## config.mk

```make
export PLATFORM = sky130hd
export DESIGN_NAME = rsa_modular_exponentiation
export DESIGN_NICKNAME = d
export VERILOG_FILES = /design/src/hw/rtl/rme_pkg.sv /design/src/hw/rtl/rme_cell.sv /design/src/hw/rtl/rme_modstep.sv /design/src/hw/rtl/rsa_modular_exponentiation.sv
export SDC_FILE = /design/constraint.sdc
export NUM_CORES = 2
export LEC_CHECK = 0
export ABC_AREA = 0
export BUFFER_PORTS_ARGS = -buffer_cell sky130_fd_sc_hd__buf_4
export CAP_MARGIN = 20
export CELL_PAD_IN_SITES_DETAIL_PLACEMENT = 1
export CELL_PAD_IN_SITES_GLOBAL_PLACEMENT = 1
export CORE_ASPECT_RATIO = 0.75
export CORE_MARGIN = 10
export CORE_UTILIZATION = 50
export CTS_CLUSTER_SIZE = 40
export DETAILED_ROUTE_END_ITERATION = 6
export PLACE_DENSITY = 0.84
export SYNTH_ARGS = -nofsm -noshare
export SYNTH_HDL_FRONTEND = slang
export SYNTH_SLANG_ARGS = --single-unit
```

## constraint.sdc

```tcl
create_clock -name clk -period 14.13 [get_ports clk]
set_clock_uncertainty 0.1 [all_clocks]
set_input_delay 0.7065 -clock clk [delete_from_list [all_inputs] [get_ports clk]]
set_output_delay 0.7065 -clock clk [all_outputs]
set_load 0.02 [all_outputs]
```

## src/hw/rtl/rme_pkg.sv

```systemverilog
// Shared types and codes for the RSA modular exponentiation block.
`timescale 1ns / 1ps
`default_nettype none
package rme_pkg;

  // Request codes
  localparam logic CMD_ENCRYPT = 1'b0;
  localparam logic CMD_DECRYPT = 1'b1;

  // Register indexes
  localparam logic [1:0] REG_PUB_EXP  = 2'd0;
  localparam logic [1:0] REG_PRIV_EXP = 2'd1;
  localparam logic [1:0] REG_MODULUS  = 2'd2;

  // Control for the multiplier bit chain
  typedef struct packed {
    logic load;
    logic shift;
  } chain_ctl_t;

endpackage
`default_nettype wire

```

## src/hw/rtl/rme_cell.sv

```systemverilog
// One cell of the multiplier bit chain: holds one bit, passes it up each step.
`timescale 1ns / 1ps
`default_nettype none
module rme_cell (
  input  wire logic              clk,
  input  wire rme_pkg::chain_ctl_t ctl,
  input  wire logic              load_bit,
  input  wire logic              prev_bit,
  output logic                   bit_q
);

  always_ff @(posedge clk) begin
    if (ctl.load) begin
      bit_q <= load_bit;
    end else if (ctl.shift) begin
      bit_q <= prev_bit;
    end
  end

endmodule
`default_nettype wire

```

## src/hw/rtl/rme_modstep.sv

```systemverilog
// One interleaved shift-add-reduce step: (2*acc + bit*x) mod m.
`timescale 1ns / 1ps
`default_nettype none
module rme_modstep #(
  parameter int WORD_WIDTH = 64
) (
  input  wire logic [WORD_WIDTH-1:0] acc,
  input  wire logic [WORD_WIDTH-1:0] x,
  input  wire logic [WORD_WIDTH-1:0] m,
  input  wire logic                  y_bit,
  output logic      [WORD_WIDTH-1:0] acc_next
);

  logic [WORD_WIDTH:0]   dbl;
  logic [WORD_WIDTH-1:0] red1;
  logic [WORD_WIDTH:0]   sum;
  logic [WORD_WIDTH:0]   m_ext;

  // acc, x < m, so each partial sum stays below 2m: one subtract suffices
  always_comb begin
    m_ext = {1'b0, m};
    dbl   = {acc, 1'b0};
    red1  = (dbl >= m_ext) ? WORD_WIDTH'(dbl - m_ext) : dbl[WORD_WIDTH-1:0];
    sum   = {1'b0, red1} + (y_bit ? {1'b0, x} : '0);
    acc_next = (sum >= m_ext) ? WORD_WIDTH'(sum - m_ext) : sum[WORD_WIDTH-1:0];
  end

endmodule
`default_nettype wire

```

## src/hw/rtl/rsa_modular_exponentiation.sv

```systemverilog
// Top level of the RSA modular exponentiation block.
// Computes base^exponent mod modulus by right-to-left square-and-multiply.
// Encrypt (cmd 0) raises the low byte of value to the public exponent;
// decrypt (cmd 1) raises the whole word to the private exponent and returns
// the low byte zero-extended. A zero base or a zero modulus gives 0. One item
// is in flight at a time: in_ready is high only while idle, and the next
// request is taken after the result transfer. Each modular multiplication
// runs in a single shift-add-reduce unit, fed one multiplier bit per cycle
// from the top of a chain of WORD_WIDTH bit cells. The base is first reduced
// mod the modulus by one such multiplication. Configuration writes are
// always taken (cfg_ready is tied high) and must only occur while idle.
`timescale 1ns / 1ps
`default_nettype none
module rsa_modular_exponentiation #(
  parameter int WORD_WIDTH = 64
) (
  input  wire logic                  clk,
  input  wire logic                  rst,
  // request
  input  wire logic                  in_valid,
  output logic                       in_ready,
  input  wire logic                  cmd,
  input  wire logic [WORD_WIDTH-1:0] value,
  // result
  output logic                       out_valid,
  input  wire logic                  out_ready,
  output logic      [WORD_WIDTH-1:0] result,
  // configuration
  input  wire logic                  cfg_valid,
  output logic                       cfg_ready,
  input  wire logic [1:0]            cfg_index,
  input  wire logic [WORD_WIDTH-1:0] cfg_data
);

  localparam int CW = $clog2(WORD_WIDTH);

  localparam logic [2:0] S_IDLE = 3'd0;
  localparam logic [2:0] S_MUL  = 3'd1;
  localparam logic [2:0] S_EXP  = 3'd2;
  localparam logic [2:0] S_OUT  = 3'd3;

  // which multiplication is running
  localparam logic [1:0] K_RED = 2'd0;  // base mod m
  localparam logic [1:0] K_AM  = 2'd1;  // acc * sq
  localparam logic [1:0] K_SQ  = 2'd2;  // sq * sq

  logic [WORD_WIDTH-1:0] pub_exp;
  logic [WORD_WIDTH-1:0] dec_exp;
  logic [WORD_WIDTH-1:0] modulus;

  logic [2:0]            state;
  logic [1:0]            kind;
  logic [CW-1:0]         cnt;
  logic                  dec;
  logic [WORD_WIDTH-1:0] m_r;
  logic [WORD_WIDTH-1:0] e_r;
  logic [WORD_WIDTH-1:0] racc;   // running result
  logic [WORD_WIDTH-1:0] sq;     // running square
  logic [WORD_WIDTH-1:0] macc;   // multiplier accumulator
  logic [WORD_WIDTH-1:0] mx;     // multiplicand

  logic [WORD_WIDTH-1:0] base;
  logic [WORD_WIDTH-1:0] y_load;
  logic [WORD_WIDTH-1:0] chain;
  logic [WORD_WIDTH-1:0] macc_next;
  rme_pkg::chain_ctl_t   cctl;
  logic                  in_xfer;
  logic                  last;

  assign in_ready  = (state == S_IDLE);
  assign out_valid = (state == S_OUT);
  assign cfg_ready = 1'b1;
  assign in_xfer   = in_valid && in_ready;
  assign last      = (cnt == CW'(WORD_WIDTH - 1));

  assign base = (cmd == rme_pkg::CMD_ENCRYPT) ?
                {{(WORD_WIDTH-8){1'b0}}, value[7:0]} : value;

  // Chain loads at the start of each multiplication, shifts while it runs
  always_comb begin
    cctl.load  = 1'b0;
    cctl.shift = (state == S_MUL);
    y_load     = sq;
    if (in_xfer) begin
      cctl.load = 1'b1;
      y_load    = base;
    end else if (state == S_EXP) begin
      cctl.load = 1'b1;
      y_load    = sq;
    end else if (state == S_MUL && last && kind == K_AM) begin
      cctl.load  = 1'b1;
      cctl.shift = 1'b0;
      y_load     = sq;
    end
  end

  genvar gi;
  generate
    for (gi = 0; gi < WORD_WIDTH; gi++) begin : g_cell
      rme_cell u_cell (
        .clk      (clk),
        .ctl      (cctl),
        .load_bit (y_load[gi]),
        .prev_bit ((gi == 0) ? 1'b0 : chain[(gi == 0) ? 0 : gi-1]),
        .bit_q    (chain[gi])
      );
    end
  endgenerate

  rme_modstep #(.WORD_WIDTH(WORD_WIDTH)) u_step (
    .acc      (macc),
    .x        (mx),
    .m        (m_r),
    .y_bit    (chain[WORD_WIDTH-1]),
    .acc_next (macc_next)
  );

  // Configuration registers
  always_ff @(posedge clk) begin
    if (rst) begin
      pub_exp  <= WORD_WIDTH'(65537);
      dec_exp  <= WORD_WIDTH'(1);
      modulus  <= WORD_WIDTH'(3233);
    end else if (cfg_valid && cfg_ready) begin
      case (cfg_index)
        rme_pkg::REG_PUB_EXP:  pub_exp  <= cfg_data;
        rme_pkg::REG_PRIV_EXP: dec_exp  <= cfg_data;
        rme_pkg::REG_MODULUS:  modulus  <= cfg_data;
        default: ;
      endcase
    end
  end

  // Sequencer
  always_ff @(posedge clk) begin
    if (rst) begin
      state <= S_IDLE;
      kind  <= K_RED;
      cnt   <= '0;
    end else begin
      case (state)
        S_IDLE: begin
          if (in_xfer) begin
            dec  <= (cmd == rme_pkg::CMD_DECRYPT);
            m_r  <= modulus;
            e_r  <= (cmd == rme_pkg::CMD_ENCRYPT) ? pub_exp : dec_exp;
            macc <= '0;
            mx   <= WORD_WIDTH'(1);
            kind <= K_RED;
            cnt  <= '0;
            if (modulus == '0 || base == '0) begin
              result <= '0;
              state  <= S_OUT;
            end else begin
              state <= S_MUL;
            end
          end
        end
        S_MUL: begin
          if (last) begin
            cnt  <= '0;
            macc <= '0;
            case (kind)
              K_RED: begin
                // modulus one: base reduces to 0 and 1 mod m is 0
                sq    <= macc_next;
                racc  <= {{(WORD_WIDTH-1){1'b0}}, (m_r != WORD_WIDTH'(1))};
                state <= S_EXP;
              end
              K_AM: begin
                racc <= macc_next;
                mx   <= sq;
                kind <= K_SQ;
              end
              default: begin
                sq    <= macc_next;
                e_r   <= e_r >> 1;
                state <= S_EXP;
              end
            endcase
          end else begin
            macc <= macc_next;
            cnt  <= cnt + 1'b1;
          end
        end
        S_EXP: begin
          if (e_r == '0) begin
            result <= dec ? {{(WORD_WIDTH-8){1'b0}}, racc[7:0]} : racc;
            state  <= S_OUT;
          end else begin
            kind  <= e_r[0] ? K_AM : K_SQ;
            mx    <= e_r[0] ? racc : sq;
            macc  <= '0;
            state <= S_MUL;
          end
        end
        S_OUT: begin
          if (out_ready) begin
            state <= S_IDLE;
          end
        end
        default: state <= S_IDLE;
      endcase
    end
  end

  // Checks
  a_out_lt_mod: assert property (@(posedge clk) disable iff (rst)
    out_valid && m_r != '0 |-> result < m_r)
    else $error("result not reduced");

  a_dec_byte: assert property (@(posedge clk) disable iff (rst)
    out_valid && dec |-> result[WORD_WIDTH-1:8] == '0)
    else $error("decrypt result wider than a byte");

  a_one_in_flight: assert property (@(posedge clk) disable iff (rst)
    in_valid && in_ready |=> !in_ready)
    else $error("second request taken while busy");

endmodule
`default_nettype wire

```

==> qor.json <==
{
  "status": "finished, final reports clean",
  "worst-endpoint-arrival_ps": 12770,
  "worst_ep_required_time_ps": 14390,
  "final_antenna_net_count": 0,
  "yosys_warnings": 0,
  "ys_top_cells_by_area": "edfxtp_1 37%, dfxtp_1 9.6%, nand2_1 6.4%",
  "clock_insertion_delay_at_the_later_pin_of_the_skew_report_ps": 660,
  "top_level_ports": 203,
  "max_cap_violations": 0,
  "vias": 36400,
  "fin_tns_setup_ps": 0,
  "layout.cells.most_common": "nand2_1",
  "setup_violations": 0,
  "wire_length_of_the_first_global_routing_pass_um": 238000,
  "floorplan.die.height_um": 271,
  "crit_path_max_incr_delay_ps": 1020,
  "cts_setup_buffers": 0,
  "antenna_found_initial": 8,
  "detailedPlacementHpwl_um": 120000,
  "cts_max_level": 3,
  "fillCellCount": 9362,
  "detailedRoute.firstIterationViolations": 4047,
  "r2r.worst_path.cells": 33,
  "nets": 4880,
  "mappedNetlistNets": 4819,
  "slew_headroom_pct": 19.6,
  "worst_path_max_delay_cell": "o41ai_2",
  "tritoncts": "built",
  "crit_path_max_fanout": 37,
  "cts_hold_repair.buffers": 0,
  "ys_types": 92,
  "grt_max_degree": 77,
  "synth_mux_area_share_pct": 4.89,
  "final_min_period_over_clock_period_pct": 88.5,
  "flow.area_growth_from_synthesis_pct": 11.4,
  "timing.critical_path.to_type": "flip-flop",
  "floorplan.initialDensity_pct": 50.7,
  "hp-class": "in2reg",
  "remaining_drc_errors": 0,
  "routed_wl_um": 161000,
  "post_synth_and_or_nand_nor_area_fraction_pct": 17.5,
  "synthesis.area_mm2": 0.0420,
  "clockBufferDepth": 3,
  "fmax_mhz": 80.0,
  "async_flop_share_pct": 0,
  "post_drt_wl_per_cell_um": 28.1,
  "synth_compound_gate_area_share_pct": 17.2,
  "die_area_mm2": 0.0961,
  "worst_pin_slew_ps": 1190,
  "hold_viol": 0,
  "synth_xor_xnor_area_share_pct": 3.63,
  "number_of_enable_flip_flop_cells_after_synthesis": 513,
  "gp_congestion": 0.976,
  "slew_violations": 0,
  "grt.total_usage_pct": 32.3,
  "synth_top_family_by_area": "simple AND/OR/NAND/NOR gates",
  "timing_worst_setup_path_type": "reg2reg",
  "grt-ovfl-total": 0,
  "clockRootBuffer": "clkbuf_16",
  "die_w_um": 355,
  "post_drt_via_cell_ratio": 6.36,
  "synth_adder_area_share_pct": 6.01,
  "drive_above_1_share_pct": 11.2,
  "synth-seq-cells": 715,
  "design.core.area_mm2": 0.0828,
  "numPortBuffers": 201,
  "postCtsResizedCells": 0,
  "period_minus_slack_ps": 12510,
  "drt_pass1_iterations": 6,
  "worst-r2r-setup-slack_ps": 1620,
  "synth_seq_area_share_pct": 46.3,
  "grt_pass1_vias": 36600,
  "synth_largest_area_cell": "edfxtp_1",
  "grt_setup_unrepaired": "no",
  "cts.sinks": 715,
  "gate_count_post_synth": 4483,
  "post-synth-top-area-fraction_pct": 36.7,
  "synth_top_flop_cell": "edfxtp_1",
  "syn_area_per_cell_um2": 9.36,
  "number_of_standard_cell_rows_in_the_floorplan": 91,
  "hold_path_stages": 3,
  "clk_pin_slew_worst_paths_ps": 70,
  "cts-buffers-inserted": 76,
  "layout_common_cells": "709 x nand2_1, 513 x edfxtp_1, 454 x a21oi_1",
  "worstSetupStartpointType": "flip-flop"
}
## cells in the mapped netlist (21+ instances only)
library cell and instances:
a21o_1 90, nor2b_1 21, o21a_1 31, edfxtp_1 513, nor4_1 75, nor3_1 34
nand3_1 102, mux2i_2 45, ha_1 197, a21oi_1 454, nand2_1 712, nand4_1 77
a22o_1 67, mux2_2 45, nor2_1 309, and3_1 30, o211ai_1 22, dfxtp_1 202
a31oi_1 94, o21ai_0 191, mux2i_1 69, xor2_1 55, and2_1 150, clkbuf_1 219
xnor2_1 119, o21bai_1 53, inv_1 198
## per-stage QoR
step	util (%)	hold slack, ps	area, um^2	cells	worst slack, ps
4_1_cts	56.4	176	46700	5717	2320
3_3_place_gp	53.4	341	44200	5579	2450
3_5_place_dp	53.4	348	44200	5580	2410
5_1_grt	56.5	191	46800	5719	1600
2_1_floorplan	-	330	42000	4483	5920
6_report	56.5	195	46800	5720	1620
## critical path, delay by kind of cell (launching register included)
| kind | cells | cell delay [ps] |
|---|---|---|
| xor+xnor | 1 | 160 |
| simple gates | 14 | 4390 |
| buf+inv | 2 | 780 |
| compound gates | 11 | 3890 |
| flops | 1 | 460 |
| fa+ha+maj | 3 | 1420 |
| mux | 2 | 880 |
## per-layer routing
layer  vias to the layer above  routed length (um)  GRT usage [%]
met1                     18200               66500           43.2
met5                         -                  20              0
met4                         4                6390           11.5
li1                      16300                   -              -
met3                       316               14100           7.33
met2                      1582               73500           51.0
## state kept, by name, indices dropped and copies added (netlist names), 64 cells and up
signal / cells
dec_exp: 64
e_r: 64
g_cell.u_cell.bit_q: 64
m_r: 64
macc: 64
modulus: 64
mx: 64
pub_exp: 64
racc: 64
result: 64
sq: 64
## cell families after synthesis
logic type / Yosys count
other: 1
adders and majority gates: 200
DFF: 715
buffers and inverters: 458
muxes: 179
and+or+nand+nor: 1598
xor gates and xnor gates: 174
AOI/OAI and AO/OA: 1158
## path summary, 6_finish.rpt
| check | startpoint | endpoint |
|---|---|---|
| max | m_r[32] | macc[55] |
| min | cfg_data[0] | dec_exp[0] |
| max reg2reg | m_r[32] | macc[55] |
| min reg2reg | dec_exp[50] | dec_exp[50] |
## area by class of cell
| class | count | area, um^2 | share of cell area (%) |
|---|---|---|---|
| clock inverters | 32 | 249 | 0.532 |
| well taps | 1116 | 1400 | 2.99 |
| inverters | 198 | 743 | 1.59 |
| diodes | 1 | 2.50 | 0.00535 |
| multi-input cells | 3310 | 20800 | 44.5 |
| clock buffers | 105 | 2240 | 4.79 |
| repair buffers | 243 | 1870 | 4.00 |
| flip-flops and latches | 715 | 19400 | 41.6 |
Power is not shown: default switching activity piles up to over one toggle a cycle in this logic, so the estimate is an artifact.
